==> src/hdl/nonpreemptive_sjf_scheduler_unit_macros.svh <==
// Assertion macros for the shortest-job-first scheduler.
// Included by the top level; no other dependencies.
`ifndef NONPREEMPTIVE_SJF_SCHEDULER_UNIT_MACROS_SVH
`define NONPREEMPTIVE_SJF_SCHEDULER_UNIT_MACROS_SVH

// Same-cycle implication under synchronous active-low reset.
`define SJF_ASSERT_NOW(label, clk, rst_n, ante, cons) \
  label: assert property (@(posedge clk) disable iff (!rst_n) (ante) |-> (cons)) \
    else $error("sjf scheduler: same-cycle check failed");

// Next-cycle implication under synchronous active-low reset.
`define SJF_ASSERT_NEXT(label, clk, rst_n, ante, cons) \
  label: assert property (@(posedge clk) disable iff (!rst_n) (ante) |=> (cons)) \
    else $error("sjf scheduler: next-cycle check failed");

`endif

==> src/hdl/sjf_pkg.sv <==
// Shared types and constants of the shortest-job-first scheduler.
// Used by sjf_ctrl, sjf_datapath and the top level; no dependencies.
package sjf_pkg;

  localparam int MAX_JOBS_DEF = 16;

  localparam int ID_W   = 4;
  localparam int TIME_W = 16;
  localparam int BUR_W  = 16;
  localparam int CT_W   = 21;

  localparam int IN_DATA_W  = 40;  // 36 bits of fields, zero-filled to bytes
  localparam int OUT_DATA_W = 48;  // 41 bits of fields, zero-filled to bytes

  localparam logic [CT_W-1:0] CT_MAX = CT_W'(1114095);

  // Controller to datapath
  typedef struct packed {
    logic load;        // input item accepted: store it
    logic start;       // last item accepted: start the clock
    logic scan_start;  // rewind scan address, clear selection
    logic scan_step;   // read one table entry
    logic pick;        // commit the selection to the output register
  } sjf_cmd_t;

  // Datapath to controller
  typedef struct packed {
    logic scan_end;   // address being read is the last loaded entry
    logic out_free;   // output register can take a result this cycle
    logic pick_last;  // the pending pick is the final one of the batch
  } sjf_status_t;

endpackage

==> src/hdl/sjf_ctrl.sv <==
// Sequencer of the scheduler: load, scan, drain, pick.
// Depends on sjf_pkg.
module sjf_ctrl (
  input  logic                clk,
  input  logic                rst_n,
  input  logic                in_tvalid,
  input  logic                in_tlast,
  output logic                in_tready,
  input  sjf_pkg::sjf_status_t st,
  output sjf_pkg::sjf_cmd_t    cmd
);
  import sjf_pkg::*;

  typedef enum logic [3:0] {
    ST_IDLE  = 4'b0001,
    ST_SCAN  = 4'b0010,
    ST_DRAIN = 4'b0100,
    ST_PICK  = 4'b1000
  } state_t;

  state_t state_r, state_nxt;

  always_ff @(posedge clk) begin
    if (!rst_n) begin
      state_r <= ST_IDLE;
    end else begin
      state_r <= state_nxt;
    end
  end

  always_comb begin
    state_nxt = state_r;
    cmd       = '0;
    in_tready = 1'b0;
    unique case (state_r)
      ST_IDLE: begin
        in_tready = 1'b1;
        cmd.load  = in_tvalid;
        if (in_tvalid && in_tlast) begin
          cmd.start      = 1'b1;
          cmd.scan_start = 1'b1;
          state_nxt      = ST_SCAN;
        end
      end
      ST_SCAN: begin
        cmd.scan_step = 1'b1;
        if (st.scan_end) begin
          state_nxt = ST_DRAIN;
        end
      end
      ST_DRAIN: begin
        // last read data folds into the selection here
        state_nxt = ST_PICK;
      end
      ST_PICK: begin
        if (st.out_free) begin
          cmd.pick = 1'b1;
          if (st.pick_last) begin
            state_nxt = ST_IDLE;
          end else begin
            cmd.scan_start = 1'b1;
            state_nxt      = ST_SCAN;
          end
        end
      end
      default: begin
        state_nxt = ST_IDLE;
      end
    endcase
  end

endmodule

==> src/hdl/sjf_datapath.sv <==
// Job table, scan accumulators, clock and output register of the scheduler.
// Depends on sjf_pkg; driven by sjf_ctrl.
module sjf_datapath #(
  parameter int MAX_JOBS = sjf_pkg::MAX_JOBS_DEF
) (
  input  logic                          clk,
  input  logic                          rst_n,
  input  sjf_pkg::sjf_cmd_t             cmd,
  output sjf_pkg::sjf_status_t          st,
  input  logic [sjf_pkg::ID_W-1:0]      job_id,
  input  logic [sjf_pkg::TIME_W-1:0]    arrival_time,
  input  logic [sjf_pkg::BUR_W-1:0]     burst_length,
  input  logic                          out_tready,
  output logic                          out_tvalid,
  output logic [sjf_pkg::ID_W-1:0]      sched_id,
  output logic [sjf_pkg::BUR_W-1:0]     sched_burst,
  output logic [sjf_pkg::CT_W-1:0]      completion_time,
  output logic                          last_result
);
  import sjf_pkg::*;

  localparam int IDX_W = $clog2(MAX_JOBS);
  localparam int CNT_W = $clog2(MAX_JOBS + 1);
  localparam int ENT_W = ID_W + TIME_W + BUR_W;
  localparam logic [CNT_W-1:0] CNT_MAX = CNT_W'(MAX_JOBS);
  localparam logic [CNT_W-1:0] CNT_ONE = CNT_W'(1);

  // entry layout: {id, arrival, burst}
  logic [ENT_W-1:0] table_mem [MAX_JOBS];
  logic [ENT_W-1:0] rd_data_r;
  logic             rd_vld_r;
  logic [IDX_W-1:0] rd_idx_r;

  logic [CNT_W-1:0]  job_count_r, pick_cnt_r, scan_addr_r;
  logic [MAX_JOBS-1:0] done_r;
  logic [TIME_W-1:0] first_arr_r;
  logic [CT_W-1:0]   cur_time_r;

  // shortest arrived job
  logic              best_found_r;
  logic [BUR_W-1:0]  best_bur_r;
  logic [ID_W-1:0]   best_id_r;
  logic [IDX_W-1:0]  best_idx_r;
  // fallback: earliest pending arrival, shortest among those
  logic              min_found_r;
  logic [TIME_W-1:0] min_arr_r;
  logic [BUR_W-1:0]  min_bur_r;
  logic [ID_W-1:0]   min_id_r;
  logic [IDX_W-1:0]  min_idx_r;

  logic [ID_W-1:0]   e_id;
  logic [TIME_W-1:0] e_arr;
  logic [BUR_W-1:0]  e_bur;
  logic              e_pending, take_best, take_min;
  logic              can_store;

  logic [CT_W-1:0]   base_time;
  logic [BUR_W-1:0]  sel_bur;
  logic [ID_W-1:0]   sel_id;
  logic [IDX_W-1:0]  sel_idx;
  logic [CT_W:0]     sum;
  logic [CT_W-1:0]   comp;

  assign can_store = (job_count_r < CNT_MAX);

  assign {e_id, e_arr, e_bur} = rd_data_r;
  assign e_pending = rd_vld_r && !done_r[rd_idx_r];
  assign take_best = e_pending && ({{(CT_W-TIME_W){1'b0}}, e_arr} <= cur_time_r) &&
                     (!best_found_r || (e_bur <= best_bur_r));
  assign take_min  = e_pending && (!min_found_r || (e_arr < min_arr_r) ||
                     ((e_arr == min_arr_r) && (e_bur <= min_bur_r)));

  // With nothing arrived, jump the clock to the earliest pending arrival.
  assign base_time = best_found_r ? cur_time_r : {{(CT_W-TIME_W){1'b0}}, min_arr_r};
  assign sel_bur   = best_found_r ? best_bur_r : min_bur_r;
  assign sel_id    = best_found_r ? best_id_r  : min_id_r;
  assign sel_idx   = best_found_r ? best_idx_r : min_idx_r;
  assign sum       = {1'b0, base_time} + {{(CT_W+1-BUR_W){1'b0}}, sel_bur};
  assign comp      = (sum > {1'b0, CT_MAX}) ? CT_MAX : sum[CT_W-1:0];

  assign st.scan_end  = ((scan_addr_r + CNT_ONE) == job_count_r);
  assign st.out_free  = !out_tvalid || out_tready;
  assign st.pick_last = ((pick_cnt_r + CNT_ONE) == job_count_r);

  // Table memory: one write port, one registered read port.
  always_ff @(posedge clk) begin
    if (cmd.load && can_store) begin
      table_mem[job_count_r[IDX_W-1:0]] <= {job_id, arrival_time, burst_length};
    end
    if (cmd.scan_step) begin
      rd_data_r <= table_mem[scan_addr_r[IDX_W-1:0]];
    end
  end

  always_ff @(posedge clk) begin
    if (!rst_n) begin
      job_count_r  <= '0;
      pick_cnt_r   <= '0;
      done_r       <= '0;
      cur_time_r   <= '0;
      scan_addr_r  <= '0;
      rd_vld_r     <= 1'b0;
      best_found_r <= 1'b0;
      min_found_r  <= 1'b0;
      out_tvalid   <= 1'b0;
    end else begin
      rd_vld_r <= cmd.scan_step;

      if (cmd.load && can_store) begin
        job_count_r <= job_count_r + CNT_ONE;
      end
      if (cmd.start) begin
        cur_time_r <= {{(CT_W-TIME_W){1'b0}},
                       (job_count_r == '0) ? arrival_time : first_arr_r};
      end

      if (cmd.scan_start) begin
        scan_addr_r  <= '0;
        best_found_r <= 1'b0;
        min_found_r  <= 1'b0;
      end else begin
        if (cmd.scan_step) begin
          scan_addr_r <= scan_addr_r + CNT_ONE;
        end
        if (take_best) begin
          best_found_r <= 1'b1;
        end
        if (take_min) begin
          min_found_r <= 1'b1;
        end
      end

      if (cmd.pick) begin
        out_tvalid <= 1'b1;
      end else if (out_tvalid && out_tready) begin
        out_tvalid <= 1'b0;
      end
      if (cmd.pick) begin
        cur_time_r <= comp;
        if (st.pick_last) begin
          // close the batch: drop the table, keep the clock
          job_count_r <= '0;
          pick_cnt_r  <= '0;
          done_r      <= '0;
        end else begin
          pick_cnt_r       <= pick_cnt_r + CNT_ONE;
          done_r[sel_idx]  <= 1'b1;
        end
      end
    end
  end

  // Payload registers
  always_ff @(posedge clk) begin
    if (cmd.load && can_store && (job_count_r == '0)) begin
      first_arr_r <= arrival_time;
    end
    if (cmd.scan_step) begin
      rd_idx_r <= scan_addr_r[IDX_W-1:0];
    end
    if (take_best) begin
      best_bur_r <= e_bur;
      best_id_r  <= e_id;
      best_idx_r <= rd_idx_r;
    end
    if (take_min) begin
      min_arr_r <= e_arr;
      min_bur_r <= e_bur;
      min_id_r  <= e_id;
      min_idx_r <= rd_idx_r;
    end
    if (cmd.pick) begin
      sched_id        <= sel_id;
      sched_burst     <= sel_bur;
      completion_time <= comp;
      last_result     <= st.pick_last;
    end
  end

endmodule

==> src/hdl/nonpreemptive_sjf_scheduler_unit.sv <==
// Non-preemptive shortest-job-first scheduler: loads a batch of jobs
// (id, arrival, burst; the item with in_tlast closes the batch) into a
// MAX_JOBS-entry table at one item per cycle, then emits the schedule: at
// each step the shortest arrived unfinished job runs (ties go to the
// later-loaded job), or, if none has arrived, the clock jumps to the earliest
// pending arrival first. Each result carries the job id, its burst and its
// completion time, saturating at 1114095; out_tlast marks the final result.
// The clock starts at the first loaded job's arrival. Jobs beyond MAX_JOBS
// are dropped. Each result needs a scan that reads every loaded entry through
// the single read port, a step that folds the last read into the selection,
// and a commit once the output register has room; no new input is taken
// until the last result of the batch is in the output register. Depends on
// sjf_pkg, sjf_ctrl, sjf_datapath and the macro header.
`include "nonpreemptive_sjf_scheduler_unit_macros.svh"

module nonpreemptive_sjf_scheduler_unit #(
  parameter int MAX_JOBS = sjf_pkg::MAX_JOBS_DEF
) (
  input  logic                             clk,
  input  logic                             rst_n,
  // in_tdata, low bit up: job_id[3:0], arrival_time[19:4], burst_length[35:20], zero
  input  logic [sjf_pkg::IN_DATA_W-1:0]    in_tdata,
  input  logic                             in_tlast,   // last_job
  input  logic                             in_tvalid,
  output logic                             in_tready,
  // out_tdata, low bit up: sched_id[3:0], sched_burst[19:4], completion_time[40:20], zero
  output logic [sjf_pkg::OUT_DATA_W-1:0]   out_tdata,
  output logic                             out_tlast,  // last_result
  output logic                             out_tvalid,
  input  logic                             out_tready
);
  import sjf_pkg::*;

  localparam int IN_USED  = ID_W + TIME_W + BUR_W;
  localparam int OUT_USED = ID_W + BUR_W + CT_W;

  sjf_cmd_t    cmd;
  sjf_status_t st;

  logic [ID_W-1:0]   sched_id;
  logic [BUR_W-1:0]  sched_burst;
  logic [CT_W-1:0]   completion_time;

  sjf_ctrl u_ctrl (
    .clk       (clk),
    .rst_n     (rst_n),
    .in_tvalid (in_tvalid),
    .in_tlast  (in_tlast),
    .in_tready (in_tready),
    .st        (st),
    .cmd       (cmd)
  );

  sjf_datapath #(
    .MAX_JOBS (MAX_JOBS)
  ) u_datapath (
    .clk             (clk),
    .rst_n           (rst_n),
    .cmd             (cmd),
    .st              (st),
    .job_id          (in_tdata[ID_W-1:0]),
    .arrival_time    (in_tdata[ID_W+TIME_W-1:ID_W]),
    .burst_length    (in_tdata[IN_USED-1:ID_W+TIME_W]),
    .out_tready      (out_tready),
    .out_tvalid      (out_tvalid),
    .sched_id        (sched_id),
    .sched_burst     (sched_burst),
    .completion_time (completion_time),
    .last_result     (out_tlast)
  );

  assign out_tdata = {{(OUT_DATA_W-OUT_USED){1'b0}}, completion_time, sched_burst, sched_id};

  // A result is only committed when the output register has room.
  `SJF_ASSERT_NOW(a_pick_room, clk, rst_n, cmd.pick, st.out_free)
  // The closing item of a batch stops intake until the schedule is out.
  `SJF_ASSERT_NEXT(a_busy_after_last, clk, rst_n, in_tvalid && in_tready && in_tlast, !in_tready)
  // Committing the final pick returns the block to loading.
  `SJF_ASSERT_NEXT(a_idle_after_final, clk, rst_n, cmd.pick && st.pick_last,
                   in_tready && out_tvalid && out_tlast)

endmodule
==> config.mk <==
export PLATFORM = sky130hd
export DESIGN_NAME = nonpreemptive_sjf_scheduler_unit
export DESIGN_NICKNAME = d
export VERILOG_FILES = /design/src/hdl/sjf_pkg.sv /design/src/hdl/sjf_ctrl.sv /design/src/hdl/sjf_datapath.sv /design/src/hdl/nonpreemptive_sjf_scheduler_unit.sv
export VERILOG_INCLUDE_DIRS = /design/src /design/src/hdl
export SDC_FILE = /design/constraint.sdc
export NUM_CORES = 1
export LEC_CHECK = 0
export ABC_CLOCK_PERIOD_IN_PS = 6300
export BUFFER_PORTS_ARGS = -buffer_cell sky130_fd_sc_hd__buf_2
export CAP_MARGIN = 15
export CORE_ASPECT_RATIO = 0.8
export CORE_MARGIN = 5
export CORE_UTILIZATION = 54
export DETAILED_ROUTE_END_ITERATION = 8
export GPL_TIMING_DRIVEN = 1
export HOLD_SLACK_MARGIN = 0.1
export PLACE_DENSITY = 0.77
export SETUP_SLACK_MARGIN = 0.4
export SKIP_CTS_REPAIR_TIMING = 1
export SLEW_MARGIN = 0
export SYNTH_ARGS = -nofsm -noshare
export SYNTH_HDL_FRONTEND = slang
export SYNTH_SLANG_ARGS = --single-unit
==> constraint.sdc <==
create_clock -name clk -period 6.3 [get_ports clk]
set_input_delay 0.315 -clock clk [delete_from_list [all_inputs] [get_ports clk]]
set_output_delay 0.315 -clock clk [all_outputs]
set_load 0.02 [all_outputs]
==> results.toml <==
[sta]
relSlewSlack = 0.284
period_share = 0.798
finalMaxSlewViolations = 0
rsz0062_at_grt = "no"
tns_ns = 0
finClkSkew_ns = 0.0222
tightest_slew_ns = 1.07
period_needed_ns = 5.03
clock.fmax_mhz = 199
hold_violations = 0
setup_viol = 0

[clocking]
cts_tree = "built"
clk_latency_ns = 0.62
cts_max_path_buffers = 3
clockRootBuffer = "clkbuf_16"
cts_inserted_buffers = 76
clock_sinks = 798
clkSlewWorstSetupHoldPaths_ns = 0.06
htree_levels = 3

[grt]
grt_pass1_vias = 17800
grt_max_degree = 91
overflow = 0
antenna_found_initial = 11
grt_pass1_wl_mm = 114
grtUsageTotal = 0.233

[floorplanning]
die_w_um = 285
rows = 80
die_area_um2 = 65700
num_io_pins = 96
die_h_um = 230
start_util = 0.547
coreArea_um2 = 59900

[min_path]
worstHoldPathType = "in -> reg"

[final_layout]
final_area_um2 = 37000
synthToLayoutAreaGrowth_pct = 12.9
drive_gt1_frac = 0.219
layout.nets = 2097

[job]
maxCapViolCount = 0

[detailed_routing]
antenna_left = 0
drc_errors = 0
vias = 17600
routed_wl_mm = 76.7
viasPerCell = 6.27
first_pass_iters = 7
drtIter0Drc = 1959
wl_per_cell_um = 27.3

[placement]
numPortBuffers = 84
dp_hpwl_mm = 42.2
place_area_um2 = 34300
gp_congestion = 0.876

[outcome]
status = "complete, no violations"

[logic_synthesis]
yosysMostFrequentCell = "edfxtp_1"
synth_edf_count = 738
synth_cell_types = 68
synth_cells = 1822
syn_area_per_cell_um2 = 18.0
synthTopCellsByCount = "738 x edfxtp_1, 185 x mux4_2, 104 x nand2_1, 86 x ha_1, 73 x inv_1"
netlist.area_leader.share = 0.676
ys_async_sr_fraction = 0
synth_area_leaders = "edfxtp_1 68%, mux4_2 13%, dfxtp_1 3.7%"
synth.cell_area_um2 = 32800
ys_seq_elements = 798
ys_seq_area_frac = 0.713
synthFlopType = "edfxtp_1"
synth.largest_area_cell = "edfxtp_1"
ys.warnings.count = 0

[worst_setup_path]
crit_type = "reg -> reg"
worstSetupEndpointType = "register"
critPathLaunchType = "register"
crit_path_max_fanout = 46
cp.required_ns = 6.62
arrival_ns = 5.35

[power_and_ir_drop]
p_per_area_nw_per_um2 = 312
p_leak_nw = 12.1
peakVddDrop_uv = 205
[power by group]
group          switching [mW]  internal [mW]
logic                   0.569          0.359
registers              0.0888           5.98
clock network            1.93           2.62
total                    2.59           8.96
[kinds of logic (layout without fill, tap and decap cells)]
logic type,count (synthesis),after routing,synth area share
DFF,798,798,0.713
and+or+nand+nor,287,287,0.0409
AOI/OAI and AO/OA,245,245,0.0489
muxes,209,209,0.135
buffers and inverters,158,353,0.0191
adders and majority gates,87,87,0.0334
xor gates and xnor gates,37,37,0.00989
other,1,12,0.000114
[critical path, cell delays in order (launching register included)]
cell	delay (ns)
dfxtp_2	0.75
buf_4	0.49
o21ai_0	0.25
fa_1	0.47
a211oi_1	0.41
o21ai_0	0.24
a2111oi_2	0.61
nor2_1	0.13
xnor2_1	0.23
a2111oi_4	0.50
o41a_2	0.51
o21ai_1	0.13
[state kept, by name (all words and copies together) (netlist names), 16 cells and up]
signal                      cells
u_datapath.min_bur_r           16
u_datapath.completion_time     21
u_datapath.best_bur_r          16
u_datapath.sched_burst         16
u_datapath.rd_data_r           36
u_datapath.table_mem          576
u_datapath.done_r              16
u_datapath.cur_time_r          21
u_datapath.min_arr_r           16
u_datapath.first_arr_r         16
[path summary, 6_finish.rpt]
path                                          startpoint                              to  slack, ns  cells after the start
worst max-delay path             u_datapath.best_found_r  u_datapath.completion_time[10]       1.27                     11
worst max register to register   u_datapath.best_found_r  u_datapath.completion_time[10]       1.27                     11
worst min-delay path                           in_tvalid               u_ctrl.state_r[0]       0.09                      4
worst min register to register  u_datapath.rd_data_r[34]          u_datapath.min_id_r[2]       0.45                      0
[layer usage]
layer  vias up  wire [um]  GRT usage
li1       7573          -          -
met1      8968      30000      0.319
met2       903      37600      0.376
met3       160       6980     0.0627
met4         6       2070     0.0673
met5         -         47          0
[metrics by stage]
step	setup WS, ns	util	power [mW]	hold WS (ns)	std cells
finish	1.27	0.618	11.6	0.0880	2807
detailed placement	1.36	0.573	7.07	0.432	2639
floorplan	1.15	-	6.72	0.406	1828
global placement	1.39	0.573	7.03	0.427	2639
global route	0.812	0.618	11.9	0.101	2804
CTS	1.34	0.614	11.6	0.0205	2775
[layout by cell type (no fill, tap or decap), types with 19 or more instances in the layout]
cell             n
o21ai_1         22
inv_1           72
nand2_1        104
nor2_1          58
nand3_1         21
buf_4           30
ha_1            86
edfxtp_1       738
o21ai_0         70
clkinv_1        19
buf_2           84
dlygate4sd3_1   27
clkbuf_16       77
a21oi_1         51
xnor2_1         21
dfxtp_1         55
a21o_1          21
mux4_2         185
[area by class of cell]
class | count | area [um^2]
clock inverter | 42 | 462
antenna | 5 | 12.5
tap | 779 | 975
multi-input combinational | 872 | 8960
timing repair buffer | 143 | 956
clock buffer | 94 | 1990
fill | 4049 | 22800
inverter | 74 | 278
sequential | 798 | 23400
Note: power is estimated with default switching activity, not from simulation.
